===== config.mk =====
export PLATFORM = sky130hd
export DESIGN_NAME = bully_leader_election_node_unit
export DESIGN_NICKNAME = d
export VERILOG_FILES = /design/src/sv/bln_pkg.sv /design/src/sv/bln_front.sv /design/src/sv/bln_fifo.sv /design/src/sv/bln_back.sv /design/src/sv/bully_leader_election_node_unit.sv
export VERILOG_INCLUDE_DIRS = /design/src /design/src/sv
export SDC_FILE = /design/constraint.sdc
export NUM_CORES = 1
export LEC_CHECK = 0
export ABC_AREA = 0
export BUFFER_PORTS_ARGS = -buffer_cell sky130_fd_sc_hd__buf_2
export CORE_MARGIN = 4
export CORE_UTILIZATION = 55
export CTS_BUF_LIST = sky130_fd_sc_hd__clkbuf_8 sky130_fd_sc_hd__clkbuf_16
export CTS_CLUSTER_DIAMETER = 100
export DETAILED_ROUTE_END_ITERATION = 8
export GPL_ROUTABILITY_DRIVEN = 0
export HOLD_SLACK_MARGIN = 0.05
export PLACE_DENSITY = 0.83
export SYNTH_ARGS = -nofsm -noshare
export SYNTH_HDL_FRONTEND = slang
export SYNTH_SLANG_ARGS = --single-unit

===== constraint.sdc =====
create_clock -name clk -period 7.7 [get_ports clk]
set_clock_uncertainty 0.1 [all_clocks]
set_input_delay 0.385 -clock clk [delete_from_list [all_inputs] [get_ports clk]]
set_output_delay 0.385 -clock clk [all_outputs]
set_load 0.02 [all_outputs]

===== src/sv/assert_macros.svh =====
// Assertion macros used by the election node back end.
`ifndef ASSERT_MACROS_SVH
`define ASSERT_MACROS_SVH

// Property must hold at every clock edge outside reset.
`define BLN_ASSERT(lbl, c, r, p, m) \
  lbl: assert property (@(posedge c) disable iff (r) (p)) else $error(m);

// Condition must never be true outside reset.
`define BLN_NEVER(lbl, c, r, p, m) \
  `BLN_ASSERT(lbl, c, r, !(p), m)

`endif


===== src/sv/bln_pkg.sv =====
// Shared types, codes and helpers for the bully election node.
package bln_pkg;

  localparam int MAX_NODES = 16;
  localparam int ID_W      = $clog2(MAX_NODES);
  localparam int TIME_W    = 32;
  localparam int TMO_W     = 8;
  localparam int SND_W     = 5;
  localparam int CFG_IDX_W = 2;
  localparam int CFG_DAT_W = 16;
  localparam int QDEPTH    = 2;
  localparam int QPTR_W    = $clog2(QDEPTH);
  localparam int QCNT_W    = $clog2(QDEPTH + 1);

  localparam logic [1:0] FUNC_ELECTION = 2'd0;
  localparam logic [1:0] FUNC_ALIVE    = 2'd1;
  localparam logic [1:0] FUNC_VICTORY  = 2'd2;
  localparam logic [1:0] FUNC_TICK     = 2'd3;

  localparam logic [1:0] KIND_ELECTION = 2'd0;
  localparam logic [1:0] KIND_ALIVE    = 2'd1;
  localparam logic [1:0] KIND_VICTORY  = 2'd2;

  localparam logic [CFG_IDX_W-1:0] CFG_NODE_ID  = 2'd0;
  localparam logic [CFG_IDX_W-1:0] CFG_NEIGHBOR = 2'd1;
  localparam logic [CFG_IDX_W-1:0] CFG_TIMEOUT  = 2'd2;

  typedef struct packed {
    logic [MAX_NODES-1:0] mask;
    logic [1:0]           kind;
    logic                 alive;
    logic [ID_W-1:0]      alive_dest;
    logic [ID_W-1:0]      coord;
    logic                 coord_known;
  } job_t;

  function automatic logic [ID_W-1:0] lowest_index(input logic [MAX_NODES-1:0] m);
    logic [ID_W-1:0] idx;
    idx = '0;
    for (int i = MAX_NODES - 1; i >= 0; i--) begin
      if (m[i]) idx = ID_W'(i);
    end
    return idx;
  endfunction

endpackage


===== src/sv/bln_front.sv =====
// Front end: takes input beats, updates election state, builds message jobs.
module bln_front
  import bln_pkg::*;
(
  input  logic                 clk,
  input  logic                 rst,
  input  logic                 cfg_we,
  input  logic [CFG_IDX_W-1:0] cfg_index,
  input  logic [CFG_DAT_W-1:0] cfg_data,
  input  logic                 in_valid,
  input  logic [1:0]           in_func,
  input  logic [SND_W-1:0]     in_sender,
  input  logic [TIME_W-1:0]    in_time,
  input  logic                 q_ready,
  output logic                 in_ready,
  output logic                 q_push,
  output job_t                 q_job
);

  logic [ID_W-1:0]      node_id;
  logic [MAX_NODES-1:0] neighbor_mask;
  logic [TMO_W-1:0]     election_timeout;

  logic              running, running_next;
  logic              alive_seen, alive_seen_next;
  logic [TIME_W-1:0] t_start, t_start_next;
  logic              start_valid, start_valid_next;
  logic [ID_W-1:0]   coord, coord_next;
  logic              coord_valid, coord_valid_next;

  logic signed [SND_W-1:0] sender_s;
  logic signed [SND_W-1:0] me_s;
  logic [MAX_NODES-1:0]    above;
  logic [TIME_W-1:0]       st_eff;
  logic                    expired;
  logic                    accept;
  job_t                    job;

  assign sender_s = signed'(in_sender);
  assign me_s     = signed'({1'b0, node_id});
  assign accept   = in_valid && in_ready;
  assign in_ready = q_ready;

  always_comb begin
    for (int i = 0; i < MAX_NODES; i++) begin
      above[i] = neighbor_mask[i] && (ID_W'(i) > node_id);
    end
  end

  assign st_eff  = start_valid ? t_start : in_time;
  assign expired = {1'b0, in_time} > ((TIME_W+1)'(st_eff) + (TIME_W+1)'(election_timeout));

  always_comb begin
    running_next     = running;
    alive_seen_next  = alive_seen;
    t_start_next     = t_start;
    start_valid_next = start_valid;
    coord_next       = coord;
    coord_valid_next = coord_valid;
    job.mask         = '0;
    job.kind         = KIND_ELECTION;
    job.alive        = 1'b0;
    job.alive_dest   = in_sender[ID_W-1:0];
    unique case (in_func)
      FUNC_ELECTION: begin
        running_next = 1'b1;
        if (above != '0) begin
          job.mask  = above;
          job.kind  = KIND_ELECTION;
          job.alive = !sender_s[SND_W-1];
        end else begin
          job.mask = neighbor_mask;
          job.kind = KIND_VICTORY;
          if (neighbor_mask != '0) running_next = 1'b0;
        end
      end
      FUNC_ALIVE: begin
        alive_seen_next = 1'b1;
      end
      FUNC_VICTORY: begin
        if (sender_s < me_s) begin
          job.mask   = neighbor_mask;
          job.kind   = KIND_VICTORY;
          coord_next = node_id;
        end else begin
          coord_next = in_sender[ID_W-1:0];
        end
        coord_valid_next = 1'b1;
        start_valid_next = 1'b0;
        alive_seen_next  = 1'b0;
        running_next     = 1'b0;
      end
      FUNC_TICK: begin
        if (running) begin
          if (!start_valid) begin
            t_start_next     = in_time;
            start_valid_next = 1'b1;
          end
          if (expired && !alive_seen) begin
            job.mask         = neighbor_mask;
            job.kind         = KIND_VICTORY;
            running_next     = 1'b0;
            start_valid_next = 1'b0;
            coord_next       = node_id;
            coord_valid_next = 1'b1;
          end else if (expired) begin
            job.mask         = above;
            job.kind         = KIND_ELECTION;
            start_valid_next = 1'b0;
          end
        end
      end
      default: begin
      end
    endcase
    job.coord       = coord_next;
    job.coord_known = coord_valid_next;
  end

  assign q_job  = job;
  assign q_push = accept && ((job.mask != '0) || job.alive);

  always_ff @(posedge clk) begin
    if (rst) begin
      node_id          <= '0;
      neighbor_mask    <= '0;
      election_timeout <= TMO_W'(10);
    end else if (cfg_we) begin
      case (cfg_index)
        CFG_NODE_ID:  node_id          <= cfg_data[ID_W-1:0];
        CFG_NEIGHBOR: neighbor_mask    <= cfg_data[MAX_NODES-1:0];
        CFG_TIMEOUT:  election_timeout <= cfg_data[TMO_W-1:0];
        default: begin
        end
      endcase
    end
  end

  always_ff @(posedge clk) begin
    if (rst) begin
      running     <= 1'b0;
      alive_seen  <= 1'b0;
      t_start     <= '0;
      start_valid <= 1'b0;
      coord       <= '0;
      coord_valid <= 1'b0;
    end else if (accept) begin
      running     <= running_next;
      alive_seen  <= alive_seen_next;
      t_start     <= t_start_next;
      start_valid <= start_valid_next;
      coord       <= coord_next;
      coord_valid <= coord_valid_next;
    end
  end

endmodule


===== src/sv/bln_fifo.sv =====
// Two-entry job queue between front and back ends.
module bln_fifo
  import bln_pkg::*;
(
  input  logic clk,
  input  logic rst,
  input  logic push,
  input  job_t push_job,
  output logic ready,
  input  logic pop,
  output logic valid,
  output job_t pop_job
);

  job_t              mem [QDEPTH];
  logic [QPTR_W-1:0] wr_ptr;
  logic [QPTR_W-1:0] rd_ptr;
  logic [QCNT_W-1:0] count;
  logic              do_push;
  logic              do_pop;

  assign ready   = count != QCNT_W'(QDEPTH);
  assign valid   = count != '0;
  assign do_push = push && ready;
  assign do_pop  = pop && valid;
  assign pop_job = mem[rd_ptr];

  always_ff @(posedge clk) begin
    if (do_push) mem[wr_ptr] <= push_job;
  end

  always_ff @(posedge clk) begin
    if (rst) begin
      wr_ptr <= '0;
      rd_ptr <= '0;
      count  <= '0;
    end else begin
      if (do_push) wr_ptr <= wr_ptr + 1'b1;
      if (do_pop) rd_ptr <= rd_ptr + 1'b1;
      case ({do_push, do_pop})
        2'b10:   count <= count + 1'b1;
        2'b01:   count <= count - 1'b1;
        default: count <= count;
      endcase
    end
  end

endmodule


===== src/sv/bln_back.sv =====
// Back end: walks a job's destination set and emits one message beat per cycle while the output accepts beats.
`include "assert_macros.svh"
module bln_back
  import bln_pkg::*;
(
  input  logic            clk,
  input  logic            rst,
  input  logic            q_valid,
  input  job_t            q_job,
  output logic            q_pop,
  output logic            out_valid,
  input  logic            out_ready,
  output logic [ID_W-1:0] out_dest,
  output logic [1:0]      out_kind,
  output logic [ID_W-1:0] out_coord,
  output logic            out_known,
  output logic            out_last
);

  logic                 busy;
  logic [MAX_NODES-1:0] rem;
  logic [1:0]           kind;
  logic                 alive;
  logic [ID_W-1:0]      alive_dest;
  logic [ID_W-1:0]      coord;
  logic                 coord_known;

  logic                 slot_free;
  logic                 emit;
  logic                 take_alive;
  logic [ID_W-1:0]      low_idx;
  logic [MAX_NODES-1:0] rem_after;
  logic [ID_W-1:0]      dest_sel;
  logic                 last_sel;

  assign slot_free  = !out_valid || out_ready;
  assign emit       = busy && slot_free;
  assign take_alive = rem == '0;
  assign low_idx    = lowest_index(rem);
  assign rem_after  = rem & (rem - 1'b1);
  assign dest_sel   = take_alive ? alive_dest : low_idx;
  assign last_sel   = take_alive || ((rem_after == '0) && !alive);
  assign q_pop      = !busy && q_valid;

  always_ff @(posedge clk) begin
    if (rst) begin
      busy  <= 1'b0;
      alive <= 1'b0;
    end else if (q_pop) begin
      busy        <= 1'b1;
      rem         <= q_job.mask;
      kind        <= q_job.kind;
      alive       <= q_job.alive;
      alive_dest  <= q_job.alive_dest;
      coord       <= q_job.coord;
      coord_known <= q_job.coord_known;
    end else if (emit) begin
      if (take_alive) alive <= 1'b0;
      else rem <= rem_after;
      if (last_sel) busy <= 1'b0;
    end
  end

  always_ff @(posedge clk) begin
    if (rst) begin
      out_valid <= 1'b0;
    end else if (emit) begin
      out_valid <= 1'b1;
      out_dest  <= dest_sel;
      out_kind  <= take_alive ? KIND_ALIVE : kind;
      out_coord <= coord;
      out_known <= coord_known;
      out_last  <= last_sel;
    end else if (out_ready) begin
      out_valid <= 1'b0;
    end
  end

  `BLN_NEVER(a_busy_has_work, clk, rst, busy && (rem == '0) && !alive, "busy job with no messages left")
  `BLN_ASSERT(a_last_ends_job, clk, rst, emit && last_sel |=> !busy, "job still busy after last beat")
  `BLN_ASSERT(a_dest_in_set, clk, rst, emit && !take_alive |-> rem[low_idx], "destination not in job set")

endmodule


===== src/sv/bully_leader_election_node_unit.sv =====
// Top level of one bully leader election node.
// Each input beat updates the node's election state at once; a message-producing input
// becomes a job in a two-entry queue, and the back end sends one message beat per cycle
// while m_tready allows, destinations in ascending id order, with an alive reply last. A
// job holds the back end while it is loaded from the queue and while its messages go out,
// and the next job waits until it ends; a job has at most sixteen messages. Inputs that
// send nothing take no back-end time and are taken every cycle while the queue has room.
// The coordinator fields of every beat show the state after the input that caused it.
module bully_leader_election_node_unit
  import bln_pkg::*;
(
  input  logic                 clk,
  input  logic                 rst,
  input  logic                 cfg_we,
  input  logic [CFG_IDX_W-1:0] cfg_index,
  input  logic [CFG_DAT_W-1:0] cfg_data,
  input  logic                 s_tvalid,
  output logic                 s_tready,
  input  logic [39:0]          s_tdata,   // sender[4:0], time_now[36:5], zero pad
  input  logic [1:0]           s_tuser,   // func[1:0]
  output logic                 m_tvalid,
  input  logic                 m_tready,
  output logic [15:0]          m_tdata,   // dest[3:0], coordinator[7:4], coordinator_known[8]
  output logic [1:0]           m_tuser,   // kind[1:0]
  output logic                 m_tlast
);

  logic            q_push;
  job_t            push_job;
  logic            q_ready;
  logic            q_pop;
  logic            q_valid;
  job_t            pop_job;
  logic [ID_W-1:0] out_dest;
  logic [ID_W-1:0] out_coord;
  logic            out_known;

  bln_front u_front (
    .clk       (clk),
    .rst       (rst),
    .cfg_we    (cfg_we),
    .cfg_index (cfg_index),
    .cfg_data  (cfg_data),
    .in_valid  (s_tvalid),
    .in_func   (s_tuser),
    .in_sender (s_tdata[SND_W-1:0]),
    .in_time   (s_tdata[SND_W+TIME_W-1:SND_W]),
    .q_ready   (q_ready),
    .in_ready  (s_tready),
    .q_push    (q_push),
    .q_job     (push_job)
  );

  bln_fifo u_fifo (
    .clk      (clk),
    .rst      (rst),
    .push     (q_push),
    .push_job (push_job),
    .ready    (q_ready),
    .pop      (q_pop),
    .valid    (q_valid),
    .pop_job  (pop_job)
  );

  bln_back u_back (
    .clk       (clk),
    .rst       (rst),
    .q_valid   (q_valid),
    .q_job     (pop_job),
    .q_pop     (q_pop),
    .out_valid (m_tvalid),
    .out_ready (m_tready),
    .out_dest  (out_dest),
    .out_kind  (m_tuser),
    .out_coord (out_coord),
    .out_known (out_known),
    .out_last  (m_tlast)
  );

  assign m_tdata = {7'b0, out_known, out_coord, out_dest};

endmodule

==> Word level (Yosys, flattened, before mapping) <==
Memories as Yosys holds them, arrays and structs flattened. A register that Yosys moved wholly into a read port is not among the register bits.
Cells that the tools add are included.
{ "totals": {"register_bits": 114, "n_memories": 1, "inputBits": 65, "word_cells": 181, "ram_bits": 56, "output_inout_bits": 21} }
{ "memory_table": {"columns": ["memory", "depth", "word_bits", "read_ports", "rd_ports_with_merged_regs", "wr", "line_no", "rtl"], "rows": [
  ["u_fifo.mem", 2, 28, 1, 1, 1, "bln_fifo.sv:15", "job_t mem [QDEPTH];"]
]} }
{ "op_classes": {"n_reduce_logical": 60, "order_cmp": 18, "n_bitwise": 2, "add_sub_neg": 6, "mux": 59, "n_eq_ne": 10} }
{ "ops": {"columns": ["op", "n"], "rows": [
  ["$mux 18", 5],
  ["$mux 4", 20],
  ["$pmux 18 s3", 1],
  ["$mux 16", 3],
  ["$reduce_bool 16->1", 3],
  ["$add 32x8->33", 1],
  ["$gt 32x33->1", 1],
  ["$gt 4x4->1 const A", 8],
  ["$logic_not 16->1", 2],
  ["$mux 32", 1],
  ["$logic_and 1x1->1", 24],
  ["$mux 1", 23],
  ["$reduce_and 2->1", 9],
  ["$and 16x16->16", 1],
  ["$gt 3x4->1 const A", 4],
  ["$reduce_bool 2->1", 8],
  ["$sub 16x1->16 const B", 1],
  ["$reduce_and 3->1", 3],
  ["$eq 2x2->1 const B", 4],
  ["$gt 1x4->1 const A", 2],
  ["$gt 2x4->1 const A", 2],
  ["$pmux 4 s2", 1],
  ["$eq 2x1->1 const B", 3],
  ["$pmux 1 s2", 3],
  ["other kinds (13)", 22]
]} }

==> Depth between registers and ports, before layout <==
{ "depth": {"depth_word": 17, "ltp_mapped": 34, "mapped_depth_nobuf": 29} }

==> Cells and area by module <==
A second synthesis with hierarchy kept.
{ "hier_totals": {"cells_unflattened": 1036, "hier_area_um2": 9883.2} }
{ "by_module_without_submodules": {"columns": ["module", "cells_per_inst", "area_per_inst_um2", "n_inst", "seq_area_each_um2"], "rows": [
  ["bln_front", 757, 5671.7, 1, 1361.3],
  ["bln_fifo", 111, 2234.6, 1, 1781.7],
  ["bln_back", 159, 1913.1, 1, 1231.2],
  ["bully_leader_election_node_unit", 9, 63.8, 1, 0.0]
]} }

==> Least setup slack after synthesis <==
Ideal clock, no wire load.
{ "synth_timing": {"kind": "flip-flop to flip-flop", "startpoint": "register u_front.start_valid", "endpoint": "memory u_fifo.mem[1][0] (netlist name) (enable)", "required_ns": 7.189, "path_buffers": 5, "arrival_ns": 7.452, "setup_ns": 0.411, "slack_ns": -0.263, "stages_incl_launch_ff": 32, "synth_period_minus_slack_ns": 7.963, "path_cell_list": "dfxtp_1 -> buf_6 -> buf_6 -> clkbuf_1 -> buf_1 -> nand2_1 -> o21ai_0 -> ha_1 -> inv_1 -> fa_1 -> nor2b_1 -> o31a_1 -> o21ai_0 -> nor2_1 -> and2_1 -> clkbuf_1 -> nor3b_1 -> and3_1 -> nand3_1 -> xnor2_1 -> mux2i_1 -> ha_1 -> nand4_1 -> or4_1 -> or4_1 -> o221ai_2 -> o211ai_2 -> o22ai_2 -> a221oi_1 -> nand3_1 -> o21ai_2 -> nor2_1"} }
{ "synth_via": {"elab_chain_cells": 13, "elab_cells_between_ends": 14, "classes_between": "add/sub: 1; order compare: 1; mux: 7; reduce/logical: 5"} }
{ "synth_rtl": {"columns": ["item", "line_no", "rtl"], "rows": [
  ["start, declared", "bln_front.sv:27", "logic start_valid, start_valid_next;"],
  ["start signal, assigned", "bln_front.sv:151", "start_valid <= start_valid_next;"],
  ["$mux 32 *", "bln_front.sv:50", "assign st_eff = start_valid ? t_start : in_time;"],
  ["net u_front.st_eff[0]", "bln_front.sv:34", "logic [TIME_W-1:0] st_eff;"],
  ["$add 32x8->33 *", "bln_front.sv:51", "assign expired = {1'b0, in_time} > ((TIME_W+1)'(st_eff) + (TIME_W+1)'(election_timeout));"],
  ["$gt 32x33->1 *", "bln_front.sv:51", null],
  ["$mux 18 or $logic_and 1x1->1 (tied branches)", "bln_front.sv:106, bln_front.sv:99", null],
  ["$mux 18 *", "bln_front.sv:99", "if (expired && !alive_seen) begin"],
  ["$mux 18 *", "bln_front.sv:94", "if (running) begin"],
  ["$pmux 18 s3 *", "bln_front.sv:64", "unique case (in_func)"],
  ["$reduce_bool 16->1 *", "bln_front.sv:121", "assign q_push = accept && ((job.mask != '0) || job.alive);"],
  ["$logic_or 1x1->1 *", "bln_front.sv:121", null],
  ["$logic_and 1x1->1 *", "bln_front.sv:121", null],
  ["$logic_and 1x1->1 *", "bln_fifo.sv:24", "assign do_push = push && ready;"],
  ["$mux 1 *", "bln_fifo.sv:29", "if (do_push) mem[wr_ptr] <= push_job;"],
  ["$mux 1 (not written as such) *", "bln_fifo.sv:29", null],
  ["end, declared", "bln_fifo.sv:15", null]
]} }
Mark *: on every way through the listed nets, which the timed path passes. The rest lies on a longest branch.

==> out/metrics.csv <==
stage,metric,value,unit
drt,initial DRC count,758,
layout,post-route insts no fill,1313,
cts,CTS Hold Bufs,0,
drt,antenna-violating nets left,0,
status,outcome,"finished, final reports clean",
placed_design,placed insts,1278,
critical_path,r2r startpoint,u_front.start_valid$_SDFFE_PP0P_,
sta,"Period Utilization, post-route",0.942,
floorplan,Die Ht,140,um
global_routing,pin count of the biggest net entering global routing,60,
synth,Mapped Cells,1012,
global_routing,total grt overflow,0,
floorplan,Die Width,140,um
global_routing,global-route wire length before repair,37.3,mm
power_and_ir_drop,power density over cell area,249,nW/um^2
global_routing,vias in the first global route,7657,
synth,count of state elements after synthesis,168,
cts,CTS tree,yes,
sta,Tightest Pin Transition,1.08,ns
critical_path,Setup crit start,u_front.start_valid$_SDFFE_PP0P_,
synth,"top cells by count, synth","136 x nand2_1, 93 x a21oi_1, 92 x edfxtp_1, 76 x dfxtp_1, 73 x nor2_1",
floorplan,IO Pins,86,
power_and_ir_drop,Leakage,4.02,nW
placed_design,Final HPWL DP,16.3,mm
sta,Max Slew Vio Count,0,
drt,Vias/cell,6.06,
layout,Final nets,1187,
sta,final hold vios,0,
drt,Vias,7962,
critical_path,Worst Path Required,7.96,ns
power_and_ir_drop,maximum VDD drop,0.167,mV
critical_path,Setup CP Type,flop to flop,
synth,top-area cell type share of the netlist area,0.286,
synth,Post-Syn Area,9650,um^2
critical_path,Startpoint Class,flop,
synth,synth top area cells,"edfxtp_1 29%, dfxtp_1 16%, ha_1 6.2%",
layout,ratio of cells with drive above 1 in the final layout,0.158,
synth,most frequent cell after synthesis,nand2_1,
global_routing,GRT Util Overall,0.230,
synth,Mean Syn Cell Area,9.53,um^2
critical_path,r2r setup slk,0.45,ns
cts,CTS sink count,168,
critical_path,Reg2Reg Depth,26,
floorplan,die area,19700,um^2
sta,fin crit period,7.25,ns
synth,number of flops mapped to enable cells by yosys,92,
synth,Post-synth top flop,edfxtp_1,
synth,post-synthesis sequential area ratio,0.444,
layout,fillers,1320,
sta,# setup viols final,0,
synth,Yosys cell types,86,
cts,clock root buffer,clkbuf_16,
cts,Max clock buf depth,2,
worst_hold_path,Hold Path Origin,cfg_data[8],
drt,first-pass iteration count of the detailed router,7,
cts,H-Tree Depth,4,
cts,clk slew on worst S/H paths,0.08,ns
cts,Skew-Pair Late Insertion Delay,0.43,ns
drt,WL final,22.5,mm
sta,Hold Slack,0.0797,ns
synth,Ys Warns,0,
global_routing,initial antenna violation count,2,
synth,largest area contributor in the netlist,edfxtp_1,
synth,ys async rst share,0,
critical_path,crit path max fanout,9,
layout,area grow syn2layout,12.5,%
worst_hold_path,Hold Path Cell Cnt,3,
floorplan,# rows,48,
drt,# DRC,0,
critical_path,"Arr. time, crit path",7.51,ns
cts,Num CTS Buffers,17,
flow_run,max cap viols,0,
drt,drt wl/cell,17.2,um
sta,Slew HR,0.278,
critical_path,Worst setup EP type,flop,
placed_design,Port-buffer cells,75,
sta,Fmax achieved,0.138,GHz
floorplan,CORE AREA,17200,um^2
worst_hold_path,Hold Crit Class,input port to flop,
floorplan,Initial Utilization,0.560,
-- final cells by class --
type | instances | area [um^2] | area share
inverter | 31 | 116 | 0.0107
timing repair buffer | 89 | 484 | 0.0446
clock buffer | 17 | 425 | 0.0392
multi-input combinational | 766 | 5040 | 0.465
sequential | 168 | 4290 | 0.395
antenna | 2 | 5.00 | 0.000461
tap | 225 | 282 | 0.0259
clock inverter | 15 | 215 | 0.0198
-- sequential cells by signal, summed over array words and instances, names as in the netlist, 8 cells and up, named ones only --
signal,cells
u_front.election_timeout,8
u_back.rem,16
u_fifo.mem,54
u_front.t_start,32
u_front.neighbor_mask,16
-- layout by cell type, fill, tap and decap left out, types with 10 or more instances in the layout --
master | Yosys | final
nand2_1 | 136 | 135
a21oi_1 | 93 | 93
edfxtp_1 | 92 | 92
dfxtp_1 | 76 | 75
buf_2 | 0 | 75
nor2_1 | 73 | 71
o21ai_0 | 58 | 57
ha_1 | 48 | 48
mux2i_1 | 44 | 44
nand3_1 | 31 | 31
inv_1 | 29 | 29
xnor2_1 | 24 | 24
mux2_2 | 18 | 18
nor2b_1 | 18 | 18
clkbuf_16 | 0 | 17
nor3_1 | 15 | 14
nand4_1 | 13 | 13
nand2b_1 | 13 | 13
buf_4 | 11 | 13
xor2_1 | 10 | 10
o211ai_1 | 10 | 10
-- worst paths after layout --
path | to
worst max-delay path | u_fifo.count[1]$_SDFFE_PP0P_
worst min-delay path | u_front.neighbor_mask[8]$_SDFFE_PP0P_
worst max register to register | u_fifo.count[1]$_SDFFE_PP0P_
worst min register to register | u_back.out_coord[3]$_DFFE_PP_
-- power by group --
part           internal, W  switching [W]
clock             0.000477       0.000419
sequential         0.00109      0.0000881
combinational     0.000245       0.000384
-- metal layers --
metal | wire length (um) | GRT usage | up-vias
li1 | - | - | 3846
met1 | 9820 | 0.301 | 3759
met2 | 10600 | 0.368 | 294
met3 | 1340 | 0.0481 | 63
met4 | 805 | 0.102 | 0
met5 | 0 | 0 | -
-- critical path, cell delays in order (launching register included) --
cell and delay, ns:
dfxtp_2 0.45, mux2_2 0.38, ha_1 0.37, a21o_1 0.25, or3_1 0.33, o21ai_0 0.37, nor2_1 0.16, and2_2 0.27
nor3b_1 0.15, buf_4 0.16, and3_1 0.23, nand3_1 0.11, xnor2_1 0.12, mux2i_1 0.10, ha_1 0.31, nand4_1 0.19
nor3_1 0.08, a221oi_1 0.44, o221ai_4 0.23, o211ai_2 0.44, nand2_2 0.16, o211a_1 0.19, or4_4 0.51, o21ai_2 0.26
ha_1 0.31, or3_1 0.36, a21oi_1 0.16
-- per-stage QoR --
| step | instance area, um^2 | setup TNS, ns | utilization | total power (W) | worst slack [ns] |
|---|---|---|---|---|---|
| floorplan | 9670 | -14.20 | - | 0.00164 | -0.263 |
| global placement | 10200 | 0 | 0.590 | 0.00178 | 0.638 |
| detailed placement | 10200 | 0 | 0.590 | 0.00181 | 0.402 |
| CTS | 10800 | 0 | 0.628 | 0.00271 | 0.301 |
| global route | 10900 | -0.00464 | 0.630 | 0.00284 | -0.00464 |
| finish | 10900 | 0 | 0.630 | 0.00270 | 0.446 |
-- logic make-up (layout without fill, tap and decap cells) --
family / count (synthesis) / in the layout / share of synthesized area
xor gates and xnor gates: 34 / 34 / 0.0309
and+or+nand+nor: 342 / 342 / 0.169
DFF: 168 / 168 / 0.444
muxes: 62 / 62 / 0.0666
buffers and inverters: 84 / 152 / 0.0394
adders and majority gates: 50 / 50 / 0.0654
AOI/OAI and AO/OA: 271 / 271 / 0.185
other: 1 / 9 / 0.000389
-- repair_timing --
action,in CTS,in global routing
endpoints found under the setup margin,0,56
buffers inserted,0,1
gates resized for setup,0,6
Note: power is estimated with default switching activity, not from simulation.
